### src/rtl/qfsc_pkg.sv
`default_nettype none

package qfsc_pkg;

    // Angle format and table resolution
    localparam int STEPS_PER_DEGREE = 10;
    localparam int FRAC_BITS        = 8;

    localparam int ANGLE_W  = 20;
    localparam int VALUE_W  = 16;
    localparam int SAMPLE_W = 16;

    localparam int STEPS_QUARTER = 90 * STEPS_PER_DEGREE;
    localparam int ROM_DEPTH     = STEPS_QUARTER + 2;
    localparam int UNITS_QUARTER = STEPS_QUARTER * (1 << FRAC_BITS);

    localparam int IDX_W     = $clog2(ROM_DEPTH);
    localparam int T_W       = $clog2(UNITS_QUARTER + 1);
    localparam int FRAC_W    = (FRAC_BITS > 0) ? FRAC_BITS : 1;
    localparam int WEIGHT_W  = FRAC_W + 1;
    localparam int FRAC_ONE  = 1 << FRAC_BITS;
    localparam int FRAC_HALF = (FRAC_BITS > 0) ? (1 << (FRAC_BITS - 1)) : 0;
    localparam logic [FRAC_W-1:0] FRAC_MASK = FRAC_W'(FRAC_ONE - 1);

    // Quarter count by reciprocal multiply on the whole-step part of the angle
    localparam int STEP_W   = ANGLE_W - FRAC_BITS;
    localparam int D_W      = $clog2(STEPS_QUARTER + 1);
    localparam int RECIP_K  = STEP_W;
    localparam int RECIP_M  = (1 << STEP_W) / STEPS_QUARTER;
    localparam int M_W      = (RECIP_M > 0) ? $clog2(RECIP_M + 1) : 1;
    localparam int PROD1_W  = STEP_W + M_W;
    localparam int N_MAX    = ((1 << STEP_W) - 1) / STEPS_QUARTER;
    localparam int N_W      = (N_MAX < 3) ? 2 : $clog2(N_MAX + 1);
    localparam int PROD2_W  = N_W + D_W;
    localparam int REM_W    = ((STEP_W > D_W) ? STEP_W : D_W) + 1;

    // Queue between fold front end and interpolation back end
    localparam int QUEUE_DEPTH = 8;
    localparam int QUEUE_AW    = $clog2(QUEUE_DEPTH);
    localparam int LEVEL_W     = QUEUE_AW + 1;

    // Table build constants, Q2.30
    localparam logic [63:0] PI_Q30    = 64'd3373259426;
    localparam logic [63:0] ONE_Q30   = 64'd1073741824;
    localparam logic [63:0] ROM_DENOM = 64'(180 * STEPS_PER_DEGREE);
    localparam logic [63:0] ROM_DENOM_HALF = 64'((180 * STEPS_PER_DEGREE) / 2);
    localparam logic signed [63:0] SAMPLE_MAX = 64'sd32767;

    typedef enum logic {
        ACT_COSINE = 1'b0,
        ACT_SINE   = 1'b1
    } t_action;

    typedef enum logic [1:0] {
        QUAD_0 = 2'd0,
        QUAD_1 = 2'd1,
        QUAD_2 = 2'd2,
        QUAD_3 = 2'd3
    } t_quad;

    typedef logic [SAMPLE_W-1:0] t_rom [ROM_DEPTH];

    // Folded item handed from front end to back end
    typedef struct packed {
        logic [IDX_W-1:0]  idx;
        logic [FRAC_W-1:0] frac;
        logic              neg;
    } t_fold_item;

    // Unsigned long division, used only while building the table
    function automatic logic [63:0] udiv64(input logic [63:0] num,
                                           input logic [63:0] den);
        logic [63:0] quo;
        logic [64:0] rem;
        quo = '0;
        rem = '0;
        for (int b = 63; b >= 0; b--) begin
            rem = {rem[63:0], num[b]};
            if (rem >= {1'b0, den}) begin
                rem    = rem - {1'b0, den};
                quo[b] = 1'b1;
            end
        end
        return quo;
    endfunction

    // cos(x) for x in [0, pi/2], Taylor series in Q2.30
    function automatic logic signed [63:0] cos_q30(input logic [63:0] x);
        logic [63:0]        x2;
        logic [63:0]        term;
        logic [63:0]        div;
        logic signed [63:0] sum;
        x2   = (x * x) >> 30;
        term = ONE_Q30;
        sum  = $signed(ONE_Q30);
        for (int k = 1; k <= 12; k++) begin
            if (term != 64'd0) begin
                div  = 64'((2 * k - 1) * (2 * k));
                term = udiv64((term * x2) >> 30, div);
                if (k[0]) begin
                    sum = sum - $signed(term);
                end else begin
                    sum = sum + $signed(term);
                end
            end
        end
        return sum;
    endfunction

    // Quarter-wave cosine table, Q1.15, two trailing zero entries
    function automatic t_rom build_cos_rom();
        t_rom               rom;
        logic [63:0]        x;
        logic signed [63:0] c;
        logic signed [63:0] q;
        for (int i = 0; i < STEPS_QUARTER; i++) begin
            x = udiv64(64'(i) * PI_Q30 + ROM_DENOM_HALF, ROM_DENOM);
            c = cos_q30(x);
            if (c < 0) begin
                c = 64'sd0;
            end
            q = (c + 64'sd16384) >>> 15;
            if (q > SAMPLE_MAX) begin
                q = SAMPLE_MAX;
            end
            rom[i] = SAMPLE_W'(q);
        end
        rom[STEPS_QUARTER]     = '0;
        rom[STEPS_QUARTER + 1] = '0;
        return rom;
    endfunction

endpackage

`default_nettype wire

### src/rtl/qfsc_queue.sv
`default_nettype none

module qfsc_queue import qfsc_pkg::*; (
    input  wire logic               i_clk,
    input  wire logic               i_rst_n,
    input  wire logic               i_push,
    input  wire t_fold_item         i_item,
    input  wire logic               i_pop,
    output logic                    o_valid,
    output t_fold_item              o_item,
    output logic [LEVEL_W-1:0]      o_level
);

    t_fold_item            r_mem [QUEUE_DEPTH];
    logic [QUEUE_AW-1:0]   r_wr, r_rd;
    logic [LEVEL_W-1:0]    r_level;
    logic                  do_pop;

    assign do_pop  = i_pop && (r_level != '0);
    assign o_valid = r_level != '0;
    assign o_item  = r_mem[r_rd];
    assign o_level = r_level;

    // Pointers and fill level
    always_ff @(posedge i_clk) begin
        if (!i_rst_n) begin
            r_wr    <= '0;
            r_rd    <= '0;
            r_level <= '0;
        end else begin
            if (i_push) begin
                r_wr <= r_wr + QUEUE_AW'(1);
            end
            if (do_pop) begin
                r_rd <= r_rd + QUEUE_AW'(1);
            end
            r_level <= r_level + LEVEL_W'(i_push) - LEVEL_W'(do_pop);
        end
    end

    // Storage
    always_ff @(posedge i_clk) begin
        if (i_push) begin
            r_mem[r_wr] <= i_item;
        end
    end

endmodule

`default_nettype wire

### config.mk
export PLATFORM = sky130hd
export DESIGN_NAME = qfsc_queue
export DESIGN_NICKNAME = d
export VERILOG_FILES = /design/src/rtl/qfsc_pkg.sv /design/src/rtl/qfsc_queue.sv
export SDC_FILE = /design/constraint.sdc
export NUM_CORES = 1
export LEC_CHECK = 0
export BUFFER_PORTS_ARGS = -buffer_cell sky130_fd_sc_hd__buf_2
export CAP_MARGIN = 20
export CORE_AREA = 5 5 127 129
export DETAILED_ROUTE_END_ITERATION = 12
export DIE_AREA = 0 0 132 134
export GPL_ROUTABILITY_DRIVEN = 0
export PLACE_DENSITY_LB_ADDON = 0.2
export RECOVER_POWER = 100
export SYNTH_ARGS = -nofsm -noshare
export SYNTH_HDL_FRONTEND = slang
export SYNTH_SLANG_ARGS = --single-unit
### constraint.sdc
create_clock -name i_clk -period 3 [get_ports i_clk]
set_clock_uncertainty 0.2 [all_clocks]
set_input_delay 0 -clock i_clk [delete_from_list [all_inputs] [get_ports i_clk]]
set_output_delay 0 -clock i_clk [all_outputs]
set_load 0.05 [all_outputs]
==> results of run 1 <==
state kept, by name, summed over array words and instances (netlist names), named ones only:
register  count
r_rd          3
r_wr          3
o_level       4
r_mem       152
cells in the mapped netlist (all sizes together) (4+ instances only):
library cell,count
and2,4
ha,6
nor2,7
nand2,9
mux4,38
buf,9
edfxtp,152
dfxtp,13
inv,4
mux2i,9
mux2,19
nand2b,6
final cells by class:
cell class | instances | area share
inverters | 4 | 0.001965
well taps | 188 | 0.03078
repair buffers | 81 | 0.06434
clock inverters | 9 | 0.008186
flip-flops and latches | 165 | 0.6315
clock buffers | 22 | 0.05812
multi-input cells | 111 | 0.2051
kinds of logic (layout without fill, tap and decap cells):
group           count (synthesis)  in the layout  synth area share
simple gates                   33             33           0.02545
compound gates                  2              2          0.001928
fa+ha+maj                       7              7           0.01465
xor+xnor                        3              3          0.004050
flops                         165            165            0.7435
mux                            66             66            0.1944
buf+inv                        15            116           0.01600
routing by layer:
layer	global-route usage	vias to the layer above	part of all wire
met3	0.03676	18	0.042
met2	0.2310	61	0.51
met4	0.06000	0	0.018
met1	0.1680	1548	0.43
li1	-	1378	-
met5	0	-	0
power by group:
part | internal, uW | total, uW | leakage [uW] | switching (uW)
Clock | 1110 | 1880 | 0.000247 | 765
Sequential | 2610 | 2670 | 0.00149 | 56.7
Combinational | 514 | 1320 | 0.000808 | 809
worst register-to-register path, stage by stage (launching register included):
cell and delay, ns:
dfxtp_1 0.33, nand2b_1 0.22, nor3_1 0.60, clkbuf_1 0.96
per-stage QoR:
step	total power [uW]	setup WS, ns	utilization	cells
after floorplan	3787	0.09733	-	291
after global placement	4037	0.6346	0.4701	527
final	5868	0.3054	0.5122	580
after detailed placement	4060	0.5153	0.4701	527
after global routing	6138	0.1930	0.5122	580
after CTS	5964	0.3729	0.5188	580
placed cells by master, fill, tap and decap left out:
| cell type | n |
|---|---|
| buf_12 | 1 |
| ha_1 | 6 |
| nor3_1 | 2 |
| clkinv_2 | 2 |
| dfxtp_2 | 1 |
| nor2_1 | 4 |
| clkinv_1 | 6 |
| mux2_2 | 1 |
| fa_1 | 1 |
| a21oi_1 | 1 |
| nor2b_1 | 2 |
| mux2i_1 | 9 |
| dlygate4sd3_1 | 22 |
| or3b_2 | 1 |
| bufinv_16 | 1 |
| and2_1 | 1 |
| dfxtp_1 | 12 |
| edfxtp_1 | 152 |
| mux2_4 | 18 |
| buf_4 | 1 |
| nor2_2 | 3 |
| clkbuf_2 | 18 |
| or2_2 | 1 |
| and2_0 | 3 |
| buf_2 | 6 |
| nand3_1 | 1 |
| inv_1 | 4 |
| nand2b_1 | 6 |
| clkbuf_16 | 17 |
| a21o_1 | 1 |
| nand2_1 | 9 |
| xnor2_1 | 2 |
| mux4_2 | 29 |
| clkbuf_1 | 38 |
| mux4_1 | 9 |
| xor2_1 | 1 |
worst max-delay path by stage:
stage                     startpoint            to  slack (ns)  depth (start not counted)
after global routing         r_wr[2]  r_mem[0][14]        0.19                          3
after CTS                  flip-flop     o_item[0]        0.37                          4
after global placement    o_level[2]    o_level[3]        0.63                          9
final                        r_wr[2]  r_mem[0][13]        0.31                          3
after detailed placement  o_level[2]    o_level[3]        0.52                          9
after floorplan           o_level[2]    o_level[3]         0.1                          9
==> key figures, run 1 <==
Outcome
  – Status: finished clean

Worst setup path
  – CP Buf/Inv Count: 1
  – Critical path endpoint category: flip-flop
  – Cell Chain, Critical Path: nand2b_1 > nor3_1 > clkbuf_1
  – Max stage delay on crit path: 0.96 ns
  – Crit Reg-Reg Startpoint: r_wr[2]
  – CP required: ~2.8 ns
  – Crit path max fanout: 16
  – Worst Reg-to-Reg Cells: 3
  – R2R Setup Slk: 0.31 ns
  – CP top delay family: buffers and inverters
  – Startpoint Class: flip-flop
  – Crit path DAT: 2.52 ns
  – R2r endpoint: r_mem[0][13]
  – CP max-delay cell: clkbuf_1
  – WS Path Type: reg2reg

Hold path
  – Hold Startpoint: r_rd[1]
  – WHS Path Cells: 2
  – Hold crit path type: reg2reg

Finish
  – Layout cells sized above 1: 0.2551
  – # diodes: 0
  – Nets: 410
  – Area Growth Syn to Fin: 17.78%
  – Multi-input logic area: 1568 sq um
  – Filler Cells Inserted: 1190
  – Post-route cell area: 7642 sq um
  – Reg area: roughly 4800 sq um

Clocking
  – Post-CTS setup buffer count: 0
  – CTS tree: yes
  – Clock latency on the worst-skew pair: 0.41 ns
  – H-tree depth: 4
  – Deepest clock path buffer count: 2
  – # clock sinks: 165
  – Cts bufs inserted: 17
  – Root buffer cell: clkbuf_16
  – Hold-fix buffers, CTS: 22
  – Cts repair resizes: 0
  – Clock transition at path regs: 0.06 ns

Logic synthesis
  – Syn avg cell area: between 20 and 25 sq um
  – Seq cells post-synth: 165
  – Mapped Nets: 321
  – Post-synth top area cell: edfxtp_1
  – Cell count after synthesis: roughly 290
  – Async set-reset flop share out of synthesis: 0
  – Post-synth top area share: 0.7034
  – Synth warnings: 0
  – EDFF count, synth: 152
  – Post-synthesis sequential area ratio: 0.7435
  – Synth cell types: 27
  – Largest cells by area after synthesis: edfxtp_1 70%, mux4_2 10%, mux2_4 4.2%
  – Post-Syn Area: about 6500 sq um
  – Ys flop type: edfxtp_1

Power
  – P per Cell Area: between 700 and 800 nW/um^2
  – Peak supply drop: 0.0006000 V
  – Static leakage: 0.002542 uW

Detailed routing
  – DR vias/cell: a little over 5
  – DRT Wirelength: 11460 um
  – WL/cell: 19.76 um
  – Post-route DRC: 0
  – ANT nets after route: 0
  – Via count: 3005
  – DRT iter0 DRCs: 216
  – Detailed Routing Iterations Pass 1: 4

Die
  – Number of I/O pins: 47
  – DIE WIDTH: 132 um
  – # rows: 45
  – Core Box Area: 14920 sq um
  – Initial Util: 0.4349
  – Die area: 17690 sq um
  – Die extent in y: 134 um

STA
  – Final Cycle Share: 0.8982
  – # setup viols final: 0
  – Setup_tns: 0 ns
  – Least-Margin Pin Slew: about 1.4 ns
  – Post-layout min period: 2.695 ns
  – Hold_ws: approximately 0.29 ns
  – Final Hold Viols: 0
  – RSZ-0062 raised after global routing: no
  – Pins Over Slew Limit: 0
  – Max-Slew Margin vs Limit: 0.04113
  – Peak Freq: roughly 370 MHz

Place
  – Placed Area: around 7000 sq um
  – PortBufs: 46
  – Dpl hpwl: 6722 um

Flow run
  – Max-Cap Viols: 0

Global route
  – GRT Overall Usage: 0.1375
  – Largest net degree at the start of global routing: 39
  – Initial antenna violation count: 0
  – Total grt overflow: 0
  – Vias in the first global route: 3218
  – First-pass GRT wire length: 18110 um
No activity file was read; power rests on OpenSTA's default activity.
==> inputs of run 2 (changes only) <==
Settings changed: CTS_BUF_LIST set to sky130_fd_sc_hd__clkbuf_8.
==> key figures, run 2 (same netlist as run 1, synthesis figures left out) <==
Outcome
  – Status: finished clean

Worst setup path
  – Crit path max fanout: 16
  – Crit path DAT: 2.58 ns
  – CP required: roughly 2.9 ns
  – Startpoint Class: flip-flop
  – WS Path Type: reg2reg
  – Critical path endpoint category: flip-flop

Detailed routing
  – WL/cell: 19.93 um
  – Met2 routed WL: 6003 um
  – DR vias/cell: 5.216
  – DRT Wirelength: between 10000 and 15000 um
  – Top Metal Used: met4
  – Met1 Routed Length: 4811 um
  – DRT iter0 DRCs: 169
  – DR WL met3: between 500 and 600 um
  – Via count: 3025
  – Post-route DRC: 0
  – Detailed Routing Iterations Pass 1: 4
  – ANT nets after route: 0

STA
  – Post-layout min period: 2.718 ns
  – # setup viols final: 0
  – Max-Slew Margin vs Limit: 0.03115
  – Least-Margin Pin Slew: 1.453 ns
  – Pins Over Slew Limit: 0
  – Final Hold Viols: 0
  – Setup_tns: 0 ns
  – RSZ-0062 raised after global routing: no
  – Peak Freq: 367.9 MHz
  – Final Cycle Share: 0.9061

Global route
  – Initial antenna violation count: 0
  – Total grt overflow: 0
  – Largest net degree at the start of global routing: 39
  – GRT Overall Usage: 0.1383
  – First-pass GRT wire length: 18220 um
  – Vias in the first global route: between 3000 and 4000

Die
  – DIE WIDTH: 132 um
  – Die area: 17690 sq um
  – Initial Util: 0.4349
  – Die extent in y: 134 um
  – # rows: 45
  – Number of I/O pins: 47
  – Core Box Area: 14920 sq um

Power
  – Static leakage: 0.002479 uW
  – Peak supply drop: 0.0005974 V
  – P per Cell Area: around 710 nW/um^2

Finish
  – Nets: 410
  – Area Growth Syn to Fin: 14.85%
  – Reg with most FFs: r_mem
  – # diodes: 0
  – Most frequent cells in the layout: 152 x edfxtp_1, 32 x clkbuf_1, 29 x mux4_2
  – Layout cells sized above 1: 0.2577
  – Commonest non-fill, non-tap cell in the layout: edfxtp_1
  – Final Core Density: 0.4995
  – Filler Cells Inserted: 1216
  – Largest register FFs: between 150 and 200

Place
  – Dpl hpwl: 6722 um
  – PortBufs: 46

Clocking
  – Deepest clock path buffer count: 2
  – # clock sinks: 165
  – H-tree depth: 4
  – Cts repair resizes: 0
  – Clock latency on the worst-skew pair: around 0.45 ns
  – Root buffer cell: clkbuf_8
  – CTS tree: yes
  – Cts bufs inserted: 17
  – Clock transition at path regs: roughly 0.080 ns

Hold path
  – Hold crit path type: in2reg

Flow run
  – Max-Cap Viols: 0
run 2: changes by cell type in the layout (fill, tap and decap cells not counted), sizes merged:
cell,before,now
clkbuf,73,68
inv,4,9
run 2: final cells by class:
type | count | area, sq um | area share
multi-input combinational | 111 | 1568 | 0.2104
inverter | 4 | 15.01 | 0.002015
clock buffer | 17 | 234.0 | 0.03140
timing repair buffer | 81 | 493.0 | 0.06615
sequential | 165 | 4826 | 0.6476
tap | 188 | 235.2 | 0.03156
clock inverter | 14 | 81.33 | 0.01091
run 2: path summary, 6_finish.rpt:
| check | from | to | slack [ns] | depth (start not counted) |
|---|---|---|---|---|
| hold reg to reg | r_rd[1] | flip-flop | 0.29 | 2 |
| setup / recovery | r_wr[2] | r_mem[0][10] | 0.28 | 3 |
| setup reg to reg | r_wr[2] | r_mem[0][10] | 0.28 | 3 |
| hold / removal | i_item[4] | r_mem[5][4] | 0.25 | 2 |
run 2: metal layers:
| metal | vias up | GRT usage |
|---|---|---|
| li1 | 1370 | - |
| met1 | 1575 | 0.1670 |
| met2 | 62 | 0.2341 |
| met3 | 18 | 0.04576 |
| met4 | 0 | 0.04800 |
| met5 | - | 0 |
run 2: worst max-delay path, cell delays in order, from the launching register on:
cell	delay (ns)
dfxtp_1	0.33
nand2b_1	0.21
nor3_1	0.60
clkbuf_1	0.97
run 2: what timing repair did:
action                                 in CTS  in global routing
hold buffers                               22                  0
endpoints found under the hold margin     169                  0
buffers inserted                            0                  0
run 2: stage by stage:
step                cells  worst slack [ns]  total power (uW)  instance area, sq um  hold WS (ns)
CTS                   580            0.3255              5394                  7550        0.1351
floorplan             291           0.09733              3787                  6489       -0.1011
detailed placement    527            0.5153              4060                  7014       0.07594
finish                580            0.2818              5299                  7452        0.2537
global route          580            0.1419              5565                  7452        0.2566
global placement      527            0.6346              4037                  7014       0.06305
run 2: power breakdown:
part / internal (uW) / leakage [uW] / switching (uW)
clock network: 613 / 0.000180 / 697
logic: 514 / 0.000811 / 811
registers: 2610 / 0.00149 / 57.4
total: 3730 / 0.00248 / 1570
