`src/rtl/qfsc_pkg.sv`:
```
`default_nettype none

package qfsc_pkg;

    // Angle format and table resolution
    localparam int STEPS_PER_DEGREE = 10;
    localparam int FRAC_BITS        = 8;

    localparam int ANGLE_W  = 20;
    localparam int VALUE_W  = 16;
    localparam int SAMPLE_W = 16;

    localparam int STEPS_QUARTER = 90 * STEPS_PER_DEGREE;
    localparam int ROM_DEPTH     = STEPS_QUARTER + 2;
    localparam int UNITS_QUARTER = STEPS_QUARTER * (1 << FRAC_BITS);

    localparam int IDX_W     = $clog2(ROM_DEPTH);
    localparam int T_W       = $clog2(UNITS_QUARTER + 1);
    localparam int FRAC_W    = (FRAC_BITS > 0) ? FRAC_BITS : 1;
    localparam int WEIGHT_W  = FRAC_W + 1;
    localparam int FRAC_ONE  = 1 << FRAC_BITS;
    localparam int FRAC_HALF = (FRAC_BITS > 0) ? (1 << (FRAC_BITS - 1)) : 0;
    localparam logic [FRAC_W-1:0] FRAC_MASK = FRAC_W'(FRAC_ONE - 1);

    // Quarter count by reciprocal multiply on the whole-step part of the angle
    localparam int STEP_W   = ANGLE_W - FRAC_BITS;
    localparam int D_W      = $clog2(STEPS_QUARTER + 1);
    localparam int RECIP_K  = STEP_W;
    localparam int RECIP_M  = (1 << STEP_W) / STEPS_QUARTER;
    localparam int M_W      = (RECIP_M > 0) ? $clog2(RECIP_M + 1) : 1;
    localparam int PROD1_W  = STEP_W + M_W;
    localparam int N_MAX    = ((1 << STEP_W) - 1) / STEPS_QUARTER;
    localparam int N_W      = (N_MAX < 3) ? 2 : $clog2(N_MAX + 1);
    localparam int PROD2_W  = N_W + D_W;
    localparam int REM_W    = ((STEP_W > D_W) ? STEP_W : D_W) + 1;

    // Queue between fold front end and interpolation back end
    localparam int QUEUE_DEPTH = 8;
    localparam int QUEUE_AW    = $clog2(QUEUE_DEPTH);
    localparam int LEVEL_W     = QUEUE_AW + 1;

    // Table build constants, Q2.30
    localparam logic [63:0] PI_Q30    = 64'd3373259426;
    localparam logic [63:0] ONE_Q30   = 64'd1073741824;
    localparam logic [63:0] ROM_DENOM = 64'(180 * STEPS_PER_DEGREE);
    localparam logic [63:0] ROM_DENOM_HALF = 64'((180 * STEPS_PER_DEGREE) / 2);
    localparam logic signed [63:0] SAMPLE_MAX = 64'sd32767;

    typedef enum logic {
        ACT_COSINE = 1'b0,
        ACT_SINE   = 1'b1
    } t_action;

    typedef enum logic [1:0] {
        QUAD_0 = 2'd0,
        QUAD_1 = 2'd1,
        QUAD_2 = 2'd2,
        QUAD_3 = 2'd3
    } t_quad;

    typedef logic [SAMPLE_W-1:0] t_rom [ROM_DEPTH];

    // Folded item handed from front end to back end
    typedef struct packed {
        logic [IDX_W-1:0]  idx;
        logic [FRAC_W-1:0] frac;
        logic              neg;
    } t_fold_item;

    // Unsigned long division, used only while building the table
    function automatic logic [63:0] udiv64(input logic [63:0] num,
                                           input logic [63:0] den);
        logic [63:0] quo;
        logic [64:0] rem;
        quo = '0;
        rem = '0;
        for (int b = 63; b >= 0; b--) begin
            rem = {rem[63:0], num[b]};
            if (rem >= {1'b0, den}) begin
                rem    = rem - {1'b0, den};
                quo[b] = 1'b1;
            end
        end
        return quo;
    endfunction

    // cos(x) for x in [0, pi/2], Taylor series in Q2.30
    function automatic logic signed [63:0] cos_q30(input logic [63:0] x);
        logic [63:0]        x2;
        logic [63:0]        term;
        logic [63:0]        div;
        logic signed [63:0] sum;
        x2   = (x * x) >> 30;
        term = ONE_Q30;
        sum  = $signed(ONE_Q30);
        for (int k = 1; k <= 12; k++) begin
            if (term != 64'd0) begin
                div  = 64'((2 * k - 1) * (2 * k));
                term = udiv64((term * x2) >> 30, div);
                if (k[0]) begin
                    sum = sum - $signed(term);
                end else begin
                    sum = sum + $signed(term);
                end
            end
        end
        return sum;
    endfunction

    // Quarter-wave cosine table, Q1.15, two trailing zero entries
    function automatic t_rom build_cos_rom();
        t_rom               rom;
        logic [63:0]        x;
        logic signed [63:0] c;
        logic signed [63:0] q;
        for (int i = 0; i < STEPS_QUARTER; i++) begin
            x = udiv64(64'(i) * PI_Q30 + ROM_DENOM_HALF, ROM_DENOM);
            c = cos_q30(x);
            if (c < 0) begin
                c = 64'sd0;
            end
            q = (c + 64'sd16384) >>> 15;
            if (q > SAMPLE_MAX) begin
                q = SAMPLE_MAX;
            end
            rom[i] = SAMPLE_W'(q);
        end
        rom[STEPS_QUARTER]     = '0;
        rom[STEPS_QUARTER + 1] = '0;
        return rom;
    endfunction

endpackage

`default_nettype wire

```
`src/rtl/qfsc_front.sv`:
```
`default_nettype none

module qfsc_front import qfsc_pkg::*; (
    input  wire logic               i_clk,
    input  wire logic               i_rst_n,
    input  wire logic               i_valid,
    output logic                    o_ready,
    input  wire logic               i_action,
    input  wire logic [ANGLE_W-1:0] i_angle,
    input  wire logic [LEVEL_W-1:0] i_q_level,
    output logic                    o_push,
    output t_fold_item              o_item
);

    logic                  r_s1_v, r_s2_v, r_s3_v;
    logic                  r_s1_act, r_s2_act, r_s3_act;
    logic [STEP_W-1:0]     r_s1_a, r_s2_a, r_s3_rem;
    logic [FRAC_W-1:0]     r_s1_low, r_s2_low, r_s3_low;
    logic [PROD1_W-1:0]    r_s1_prod;
    logic [N_W-1:0]        r_s2_n, r_s3_n;
    logic [PROD2_W-1:0]    r_s2_prod;

    logic                  accept;
    logic [LEVEL_W:0]      occupancy;
    logic [N_W-1:0]        n_est;
    logic [REM_W-1:0]      rem0;
    logic                  over;
    logic [STEP_W-1:0]     n_rem;
    logic [N_W-1:0]        n_quarters;
    t_quad                 quad;
    logic                  mirror;
    logic                  neg;
    logic [ANGLE_W-1:0]    rem_units;
    logic [T_W-1:0]        rem_t;
    logic [T_W-1:0]        t;

    // Credit: items in flight here plus queued items never exceed the queue
    assign occupancy = (LEVEL_W + 1)'(i_q_level) + (LEVEL_W + 1)'(r_s1_v)
                     + (LEVEL_W + 1)'(r_s2_v) + (LEVEL_W + 1)'(r_s3_v);
    assign o_ready   = occupancy < (LEVEL_W + 1)'(QUEUE_DEPTH);
    assign accept    = i_valid && o_ready;

    // Quarter estimate, never above the true count, at most one below
    assign n_est = N_W'(r_s1_prod >> RECIP_K);

    // One-step correction of the estimate
    assign rem0  = REM_W'(r_s2_a) - REM_W'(r_s2_prod);
    assign over  = rem0 >= REM_W'(STEPS_QUARTER);
    assign n_rem = over ? STEP_W'(rem0 - REM_W'(STEPS_QUARTER)) : STEP_W'(rem0);
    assign n_quarters = over ? (r_s2_n + N_W'(1)) : r_s2_n;

    // Valid pipeline, always advancing
    always_ff @(posedge i_clk) begin
        if (!i_rst_n) begin
            r_s1_v <= 1'b0;
            r_s2_v <= 1'b0;
            r_s3_v <= 1'b0;
        end else begin
            r_s1_v <= accept;
            r_s2_v <= r_s1_v;
            r_s3_v <= r_s2_v;
        end
    end

    // Payload pipeline
    always_ff @(posedge i_clk) begin
        r_s1_act  <= i_action;
        r_s1_a    <= STEP_W'(i_angle >> FRAC_BITS);
        r_s1_low  <= FRAC_W'(i_angle) & FRAC_MASK;
        r_s1_prod <= PROD1_W'(STEP_W'(i_angle >> FRAC_BITS)) * PROD1_W'(RECIP_M);

        r_s2_act  <= r_s1_act;
        r_s2_a    <= r_s1_a;
        r_s2_low  <= r_s1_low;
        r_s2_n    <= n_est;
        r_s2_prod <= PROD2_W'(n_est) * PROD2_W'(STEPS_QUARTER);

        r_s3_act  <= r_s2_act;
        r_s3_low  <= r_s2_low;
        r_s3_rem  <= n_rem;
        r_s3_n    <= n_quarters;
    end

    // Quadrant fold and sign
    assign quad = t_quad'(r_s3_n[1:0]);

    always_comb begin
        if (t_action'(r_s3_act) == ACT_SINE) begin
            mirror = (quad == QUAD_0) || (quad == QUAD_2);
            neg    = (quad == QUAD_2) || (quad == QUAD_3);
        end else begin
            mirror = (quad == QUAD_1) || (quad == QUAD_3);
            neg    = (quad == QUAD_1) || (quad == QUAD_2);
        end
    end

    assign rem_units = (ANGLE_W'(r_s3_rem) << FRAC_BITS) | ANGLE_W'(r_s3_low);
    assign rem_t     = T_W'(rem_units);
    assign t         = mirror ? (T_W'(UNITS_QUARTER) - rem_t) : rem_t;

    assign o_push      = r_s3_v;
    assign o_item.idx  = IDX_W'(t >> FRAC_BITS);
    assign o_item.frac = FRAC_W'(t) & FRAC_MASK;
    assign o_item.neg  = neg;

endmodule

`default_nettype wire

```
`config.mk`:
```
export PLATFORM = sky130hd
export DESIGN_NAME = qfsc_front
export DESIGN_NICKNAME = d
export VERILOG_FILES = /design/src/rtl/qfsc_pkg.sv /design/src/rtl/qfsc_front.sv
export SDC_FILE = /design/constraint.sdc
export NUM_CORES = 1
export LEC_CHECK = 0
export ABC_AREA = 1
export BUFFER_PORTS_ARGS = -buffer_cell sky130_fd_sc_hd__buf_2
export CORE_MARGIN = 5
export CORE_UTILIZATION = 55
export CTS_CLUSTER_SIZE = 16
export DETAILED_ROUTE_END_ITERATION = 7
export GPL_TIMING_DRIVEN = 0
export HOLD_SLACK_MARGIN = 0.06
export PLACE_DENSITY = 0.9
export SYNTH_ARGS = -nofsm -noshare
export SYNTH_HDL_FRONTEND = slang
export SYNTH_SLANG_ARGS = --single-unit
```
`constraint.sdc`:
```
create_clock -name i_clk -period 2.4 [get_ports i_clk]
set_input_delay 0.36 -clock i_clk [delete_from_list [all_inputs] [get_ports i_clk]]
set_output_delay 0.36 -clock i_clk [all_outputs]
set_load 0.05 [all_outputs]
```
==> out/summary.txt, run 1 <==
Crit path max-delay family: adder cells
Most frequent cells in the layout: nand2_1, dfxtp_1, inv_1
Pre-CTS setup slack: 0.125 ns
Unrepaired setup endpoints after global routing: true
Worst path buffer plus inverter count: 1
Static Leak: 1.80 nW
First-pass GRT wire length: 8310 um
Num CTS Buffers: 9
CTS sink count: 70
Die X: 81.8 um
Netlist cell types: 31
Slew HR: 0.759
DR vias/cell: 4.57
Met1 Use GR: 0.174
Most used routing layer: met2
Seq/Total Area, Yosys: 0.495
Register share of total power: 0.421
Htree depth: 3
Largest net degree at the start of global routing: 16
Post-synth EDFFs: 0
Hold_ws: 0.105 ns
Final TNS setup: 0 ns
Vias in the first global route: 2035
Final Setup Violations: 0
Synth Warn #: 0
Cells after Synth: 338
Drt total wl: 5240 um
Final net count: 441
Maximum vdd drop: 0.000591 V
Max Cap Violations: 0
Global Route met2 Usage: 0.304
Initial antenna violation count: 0
I/O pins: 49
Vias: 2159
Worst hold path type: in2reg
Overflow after GRT: 0
Row Count: 26
Syn-to-layout area delta: 20.1%
Crit path required time: 2.04 ns
Critical Path AT: 1.93 ns
Area leader, netlist: dfxtp_1
First-pass DRT Iterations: 4
Worst-path clk slew: 0.09 ns
CP max stage cell: fa_1
Clk buf depth: 2
Crit start category: flop
Antenna-violating nets left: 0
Syn_area_per_cell: 8.38 um2
Sw frac: 0.384
Clock Latency Late Sink: 0.35 ns
Power density over cell area: 923 mW/mm2
Final worst-path cycle share: 0.955
Top-area cell type share of the netlist area: 0.495
Final hold vios: 0
Die ar.: 0.00668 mm2
Max-slew violations: 0
Setup Fix Bufs, Post-CTS: 0
Crit-path max cell delay: 0.40 ns
Outcome: complete, no violations
Clock Tree Root: clkbuf_8
Starting Density: 0.562
Cts hold-fix bufs: 0
Final Critical Period: 2.29 ns
FMAX: 436 MHz
Main synth FF type: dfxtp_1
Async SR Flop Fraction: 0
Syn Std Cell Area: 0.00283 mm2
Leading cell type in the layout, fill and taps excluded: nand2_1
Clk network pwr share: 0.281
P_int: 1.93 mW
WL/cell: 11.1 um
Syn Nets: 382
Measured slew at the worst slew-check pin: 0.360 ns
DP Wirelength: 3980 um
Layout cell share with drive strength beyond 1: 0.239
Fill cell count: 391
Diode count: 0
Pwr Total: 3.14 mW
Core Area: 0.00504 mm2
Comb power frac: 0.299
Cell Chain, Critical Path: fa_1 -> ha_1 -> a31o_2 -> a21oi_2 -> buf_4
Top cells by area, synth: dfxtp_1, nand2_1, inv_1
DIE HEIGHT: 81.8 um
Seq cells post-synth: 70
DRT iter0 DRCs: 127
IO buf count: 48
Crit Path Class: reg2out
GR Util met3: 0.0439
Final RePlAce weighted congestion: 0.852
Crit path max fanout: 2
CP endpoint kind: output pin
DRC Markers: 0
Switching pwr: 1.20 mW
Final Skew: 0.0128 ns
CTS tree: yes
GRT Total Usage: 0.163
Final setup margin: 0.107 ns
## synthesized netlist by cell type, drive strengths merged, types with 4 or more instances
| library cell | count |
|---|---|
| o21ai | 5 |
| nor3 | 6 |
| nor2 | 21 |
| dfxtp | 70 |
| xor2 | 16 |
| inv | 56 |
| a21oi | 7 |
| xnor2 | 5 |
| nand2 | 93 |
| nand3 | 28 |
| or2 | 4 |
| ha | 14 |
## layer usage
layer / wire length, um / vias up
met5: 0 / -
met2: 2770 / 50
li1: - / 1150
met3: 251 / 12
met4: 97 / 0
met1: 2110 / 947
## what timing repair did
item	4_1_cts	5_1_grt
setup endpoints to repair	1	14
pin swaps	0	1
resized for setup	2	17
gates cloned	0	0
## cell families (layout without fill, tap and decap cells)
family                   after synthesis  in the layout  synth area share
AND/OR/NAND/NOR                      158            158             0.254
flip-flops                            70             70             0.495
AO/OA/AOI/OAI                         14             14            0.0265
buffers and inverters                 59            123            0.0809
adder cells (fa/ha/maj)               16             16            0.0760
XOR/XNOR                              21             21            0.0676
## power by group through the flow
stage / combinational [mW] / sequential [mW] / clock (mW)
2_1_floorplan: 0.726 / 1.33 / 0
3_3_place_gp: 0.883 / 1.34 / 0
3_5_place_dp: 0.906 / 1.35 / 0
4_1_cts: 0.917 / 1.32 / 0.902
5_1_grt: 1.01 / 1.33 / 0.958
6_report: 0.937 / 1.32 / 0.880
## final cells by class
type | count | area [um2] | share of cell area
buffer | 3 | 20.0 | 0.00589
clock buffer | 9 | 124 | 0.0364
clock inverter | 7 | 63.8 | 0.0188
inverter | 56 | 210 | 0.0618
multi-input combinational | 209 | 1240 | 0.365
sequential | 70 | 1400 | 0.412
tap | 70 | 87.6 | 0.0258
timing repair buffer | 48 | 250 | 0.0736
## state kept, by name, indices dropped and copies added (netlist names)
register and cells:
o_push 1, r_s1_act 1, r_s1_low 8, r_s1_prod 12, r_s1_v 1, r_s2_a 11, r_s2_act 1, r_s2_low 8
r_s2_prod 5, r_s2_v 1, r_s3_act 1, r_s3_low 8, r_s3_n 2, r_s3_rem 10
## worst register-to-register path: cells and delay by family, from the launching register on
| family | cells | cell delay, ns |
|---|---|---|
| adder cells (fa/ha/maj) | 2 | 0.85 |
| flip-flops | 1 | 0.38 |
| AND/OR/NAND/NOR | 9 | 0.93 |
## per-stage QoR
step	util	instances	cell area, um2
3_5_place_dp	0.627	456	3160
4_1_cts	0.666	472	3360
3_3_place_gp	0.627	456	3160
6_report	0.674	472	3400
5_1_grt	0.674	472	3400
2_1_floorplan	-	338	2840
## path summary, 6_finish.rpt
path	startpoint	end	depth (start not counted)	slack [ns]
setup reg to reg	r_s2_a[10]	r_s3_rem[5]	11	0.15
setup / recovery	o_push	o_ready	5	0.11
hold reg to reg	r_s2_act	r_s3_act	0	0.33
hold / removal	i_angle[15]	r_s1_prod[9]	1	0.11
Note: power is estimated with default switching activity, not from simulation.
==> run 2, diff against run 1 <==
- CORE_ASPECT_RATIO: unset -> 0.6
==> run 2 against run 1 <==
Against the previous run: clock power down 9.7%; via count grew 2.6%; critical path depth unchanged; die area is 0.70% higher; worst hold slack improved by 0.016 ns; clock skew down 0.0077 ns; wire length rose by 5.3%; combinational power is 2% higher; flip-flop and latch count is the same; utilization down 0.11 points; critical endpoint unchanged.
==> out/summary.txt, run 2 (synthesized netlist as in run 1, its figures left out) <==
Fill cell count: 406 (+3.8%)
Comb power frac: 0.311 (+0.012)
Clk buf depth: 2 (unchanged)
P_int: 1.91 mW (-1.2%)
Layout cell share with drive strength beyond 1: 0.236 (-0.00249)
DRT iter0 DRCs: 161 (+27%)
CP endpoint kind: output pin
Max Cap Violations: 0 (unchanged)
Power density over cell area: 907 mW/mm2 (-1.7%)
Drt total wl: 5520 um (+5.3%)
Cts hold-fix bufs: 0 (unchanged)
Final hold vios: 0 (unchanged)
DRC Markers: 0 (unchanged)
Crit path max fanout: 2 (unchanged)
DR vias/cell: 4.74 (+3.5%)
FMAX: 433 MHz (-0.83%)
Worst hold path type: in2reg
Row Count: 20 (-23%)
DP Wirelength: 4230 um (+6.2%)
Syn-to-layout area delta: 19.6%
Final Skew: 0.00509 ns (-0.00767 ns)
I/O pins: 49 (unchanged)
First-pass DRT Iterations: 4 (unchanged)
Register share of total power: 0.430 (+0.009)
Outcome: complete, no violations
First-pass GRT wire length: 9160 um (+10%)
GRT Total Usage: 0.177 (+0.0142)
Most frequent cells in the layout: nand2_1, dfxtp_1, inv_1
Clock Latency Late Sink: 0.33 ns (-0.02 ns)
Leading cell type in the layout, fill and taps excluded: nand2_1
Clk network pwr share: 0.259 (-0.022)
Slew HR: 0.725 (-0.0345)
Measured slew at the worst slew-check pin: 0.411 ns (+0.0516 ns)
Static Leak: 1.79 nW (-0.44%)
Die ar.: 0.00673 mm2 (+0.70%)
Final TNS setup: 0 ns (unchanged)
Final Critical Period: 2.31 ns (+0.0191 ns)
Final RePlAce weighted congestion: 0.901 (+5.8%)
Die X: 103 um (+26%)
Worst-path clk slew: 0.07 ns (-0.02 ns)
Largest net degree at the start of global routing: 13 (-3)
CTS tree: yes
Vias: 2216 (+2.6%)
Vias in the first global route: 2049 (+0.69%)
Sw frac: 0.378 (-0.00556)
Overflow after GRT: 0 (unchanged)
Crit path required time: 2.04 ns (about the same)
Htree depth: 3 (unchanged)
DIE HEIGHT: 65.6 um (-20%)
Num CTS Buffers: 9 (unchanged)
Initial antenna violation count: 0 (unchanged)
Hold_ws: 0.122 ns (+0.0163 ns)
Core Area: 0.00503 mm2 (-0.25%)
Final Setup Violations: 0 (unchanged)
Max reg flops: 12 (unchanged)
Critical Path AT: 1.95 ns (+0.02 ns)
Maximum vdd drop: 0.000469 V (-21%)
Crit Path Class: reg2out
CTS sink count: 70 (unchanged)
WL/cell: 11.8 um (+6.2%)
Most flop-heavy register: r_s1_prod
Clock Tree Root: clkbuf_8
Starting Density: 0.563 (+0.00140)
Pwr Total: 3.07 mW (-2.1%)
Crit start category: flop
Max-slew violations: 0 (unchanged)
Switching pwr: 1.16 mW (-3.5%)
Biggest regs: r_s1_prod x12, r_s2_a x11, r_s3_rem x10
Unrepaired setup endpoints after global routing: false
Diode count: 0 (unchanged)
IO buf count: 48 (unchanged)
Final net count: 442 (+0.23%)
Final worst-path cycle share: 0.963 (+0.00796)
Antenna-violating nets left: 0 (unchanged)
==> run 2: cell types whose count changed in the layout (fill, tap and decap cells not counted), sizes merged <==
cell and delta:
clkbuf +2, clkinvlp +1, inv -3
==> run 2: final timing paths <==
path	startpoint	endpoint	slack (ns)	cells after the start
worst max-delay path	o_push	o_ready	0.09	5
worst min-delay path	i_angle[17]	r_s1_prod[11]	0.12	1
worst max register to register	r_s2_a[10]	r_s3_rem[7]	0.16	11
worst min register to register	r_s2_low[3]	r_s3_low[3]	0.33	0
==> run 2: routing by layer <==
| metal | wire, um | GRT usage | vias up |
|---|---|---|---|
| met3 | 328 | 0.0477 | 15 |
| met2 | 2430 | 0.258 | 68 |
| li1 | - | - | 1149 |
| met4 | 152 | 0.0900 | 0 |
| met5 | 0 | 0 | - |
| met1 | 2600 | 0.240 | 984 |
==> run 2: layout make-up <==
cell class	count	area, um2	share of cell area
inverter	56	210	0.0621
sequential	70	1400	0.414
buffer	3	20.0	0.00591
multi-input combinational	209	1240	0.366
clock buffer	10	128	0.0377
clock inverter	5	36.3	0.0107
timing repair buffer	49	268	0.0791
tap	66	82.6	0.0244
==> run 2: timing repair <==
item / 4_1_cts / 5_1_grt
pin swaps: 0 / 2
buffers inserted: 0 / 1
gates resized for setup: 2 / 14
endpoints found under the setup margin: 3 / 20
==> run 2: metrics by stage <==
stage                     setup slack, ns  utilization  cell area, um2  cells
after floorplan                     0.110            -            2840    338
after global placement              0.195        0.628            3160    452
after detailed placement           0.0936        0.628            3160    452
after CTS                         0.00255        0.662            3330    467
after global routing              0.00113        0.673            3390    468
final                              0.0884        0.673            3390    468
==> run 2: power groups by stage <==
stage	registers, mW	clock network [mW]	logic, mW
floorplan	1.33	0	0.726
detailed placement	1.34	0	0.919
global route	1.34	0.868	1.03
finish	1.32	0.795	0.956
global placement	1.34	0	0.895
CTS	1.32	0.815	0.928
==> run 2: worst max-delay path, stage by stage (launching register included) <==
cell,delay (ns)
dfxtp_1,0.32
fa_1,0.39
ha_1,0.27
a31o_2,0.25
a21oi_2,0.13
clkbuf_4,0.24
==> run 3, diff against run 2 <==
- CORE_UTILIZATION: 55 -> 50
- PLACE_DENSITY: 0.9 -> 0.87
- clock period: 2.4 -> 2.1 ns (I/O delays scaled with it)
==> run 3 against run 2 <==
Against the previous run: the run now ends with negative setup slack left; non-clock buffer count is 33 higher; final area is 21% higher; via count is 18% higher; global-route usage is 1.9 points higher; total power is 35% higher; critical endpoint is now o_item[10].
==> out/summary.txt, run 3 (synthesized netlist as in run 1, its figures left out) <==
Outcome: complete, but fails checks
Failing checks: negative setup slack
Max-slew violations: 0 (unchanged)
DRT iter0 DRCs: 285 (+77%)
R2R Path End: r_s3_rem[7]
Clk buf depth: 2 (unchanged)
Crit start category: flop
Final RePlAce weighted congestion: 0.896 (-0.59%)
Worst R2R Path Depth: 11 (unchanged)
CTS tree: yes
Max reg flops: 12 (unchanged)
Starting Density: 0.511 (-0.0522)
Final setup margin: -0.143 ns (-0.232 ns)
IO buf count: 48 (unchanged)
DR vias/cell: 5.05 (+6.7%)
Clock Tree Root: clkbuf_8
CP max stage cell: dfxtp_1
Crit Path Class: reg2out
Drt total wl: 7550 um (+37%)
Num CTS Buffers: 9 (unchanged)
Most flop-heavy register: r_s1_prod
Power density over cell area: 1010 mW/mm2 (+12%)
DP Cell Count: 466 (+3.1%)
Final Setup Violations: 21 (+21)
Cell Chain, Critical Path: inv_1 -> nand2_1 -> nor3_2 -> nand2_1 -> o21ai_2 -> xor2_1 -> buf_4
DP Wirelength: 4230 um (about the same)
Layout cell share with drive strength beyond 1: 0.370 (+0.134)
Crit path max fanout: 3 (+1)
Fill cell count: 339 (-17%)
Endpoint, Worst Hold: r_s1_low[4]
Row Count: 21 (+5.0%)
Crit-path max cell delay: 0.32 ns (-0.07 ns)
Die ar.: 0.00732 mm2 (+8.7%)
GRT Total Usage: 0.196 (+0.0185)
Final net count: 477 (+7.9%)
Largest net degree at the start of global routing: 14 (+1)
Crit path required time: 1.78 ns (-0.26 ns)
Worst path buffer plus inverter count: 2 (+1)
Vias: 2618 (+18%)
Crit path max-delay family: simple AND/OR/NAND/NOR gates
Diode count: 0 (unchanged)
Post-DP Area: 0.00322 mm2 (+2.0%)
Crit path top cell by count: nand2_1
First-pass GRT wire length: 10800 um (+18%)
Static Leak: 2.03 nW (+13%)
FMAX: 446 MHz
DRC Markers: 0 (unchanged)
Post-layout util: 0.737 (+0.0642)
Final Skew: 0.00937 ns (+0.00428 ns)
Slew HR: 0.726 (+0.00138)
Min-delay src: i_angle[4]
Final worst-path cycle share: 1.07
I/O pins: 49 (unchanged)
CP endpoint kind: output pin
Final Critical Period: 2.24 ns
Clock Latency Late Sink: 0.35 ns (+0.02 ns)
Worst r2r src: r_s2_a[10]
Core Area: 0.00554 mm2 (+10%)
Post-Layout Cell Count: 518 (+11%)
Biggest regs: r_s1_prod x12, r_s2_a x11, r_s3_rem x10
R2R Setup Slk: -0.07 ns (-0.23 ns)
Cell count along the critical path: 7 (+2)
Antenna-violating nets left: 0 (unchanged)
WL/cell: 14.6 um (+24%)
Min-Delay Path Depth: 1 (unchanged)
Leading cell type in the layout, fill and taps excluded: nand2_1
Overflow after GRT: 0 (unchanged)
Pwr Total: 4.14 mW (+35%)
Htree depth: 3 (unchanged)
Worst hold path type: in2reg
Die X: 107 um (+4.4%)
Worst-path clk slew: 0.08 ns (about the same)
Initial antenna violation count: 0 (unchanged)
Max Cap Violations: 0 (unchanged)
Maximum vdd drop: 0.000724 V (+54%)
Pre-CTS setup slack: -0.195 ns (-0.288 ns)
Vias in the first global route: 2449 (+20%)
First-pass DRT Iterations: 6 (+2)
CTS sink count: 70 (unchanged)
Final std cell area, no fill: 0.00409 mm2 (+21%)
Hold_ws: 0.0826 ns (-0.0390 ns)
Final hold vios: 0 (unchanged)
Most frequent cells in the layout: nand2_1, dfxtp_1, inv_1
DIE HEIGHT: 68.3 um (+4.1%)
Measured slew at the worst slew-check pin: 0.409 ns (-0.00207 ns)
Syn-to-layout area delta: 44.4%
Unrepaired setup endpoints after global routing: true
Final TNS setup: -1.35 ns (-1.35 ns)
Critical Path AT: 1.93 ns (-0.02 ns)
[run 3: changes by cell type in the layout (fill, tap and decap cells not counted), moves of 5 or more]
cell | previous run | this run
dlygate4sd3_1 | 0 | 20
dfxtp_1 | 70 | 63
buf_6 | 0 | 7
dfxtp_2 | 0 | 6
inv_1 | 54 | 49
nand2_2 | 5 | 20
buf_2 | 45 | 32
buf_4 | 4 | 23
nand2_1 | 87 | 70
[run 3: final cells by class]
type	instances	area [um2]	share of cell area
Clock buffer	10	128	0.0312
Multi-Input combinational cell	211	1490	0.363
Inverter	56	214	0.0523
Sequential cell	70	1410	0.346
Tap cell	80	100	0.0245
Clock inverter	6	93.8	0.0230
Timing Repair Buffer	82	624	0.153
Buffer	3	30.0	0.00735
[run 3: worst max-delay path by stage]
| stage | slack [ns] | endpoint | from |
|---|---|---|---|
| after global placement | -0.11 | r_s3_rem[5] | r_s2_a[10] |
| final | -0.14 | o_item[10] | r_s3_low[4] |
| after global routing | -0.24 | o_item[17] | r_s3_low[1] |
| after floorplan | 0.01 | o_ready | o_push |
| after CTS | -0.07 | o_ready | o_push |
| after detailed placement | -0.19 | r_s3_n[1] | r_s2_a[10] |
[run 3: metal layers]
metal	GRT usage	share of wire	vias up
met5	0	0	-
met4	0.105	0.057	0
met3	0.0716	0.082	51
met2	0.327	0.47	170
met1	0.223	0.39	1177
li1	-	-	1220
[run 3: power breakdown]
group / leakage, nW / switching [mW] / internal [mW] / total, mW
Clock: 0.107 / 0.534 / 0.677 / 1.21
Sequential: 0.590 / 0.0944 / 1.44 / 1.54
Combinational: 1.33 / 0.897 / 0.498 / 1.40
Total: 2.03 / 1.53 / 2.62 / 4.14
[run 3: timing repair]
action | in CTS | in global routing
hold buffers | 16 | 4
hold endpoints to repair | 16 | 4
cloned | 2 | 0
gates resized for setup | 53 | 49
pin swaps | 17 | 17
setup endpoints to repair | 26 | 28
setup buffers | 7 | 7
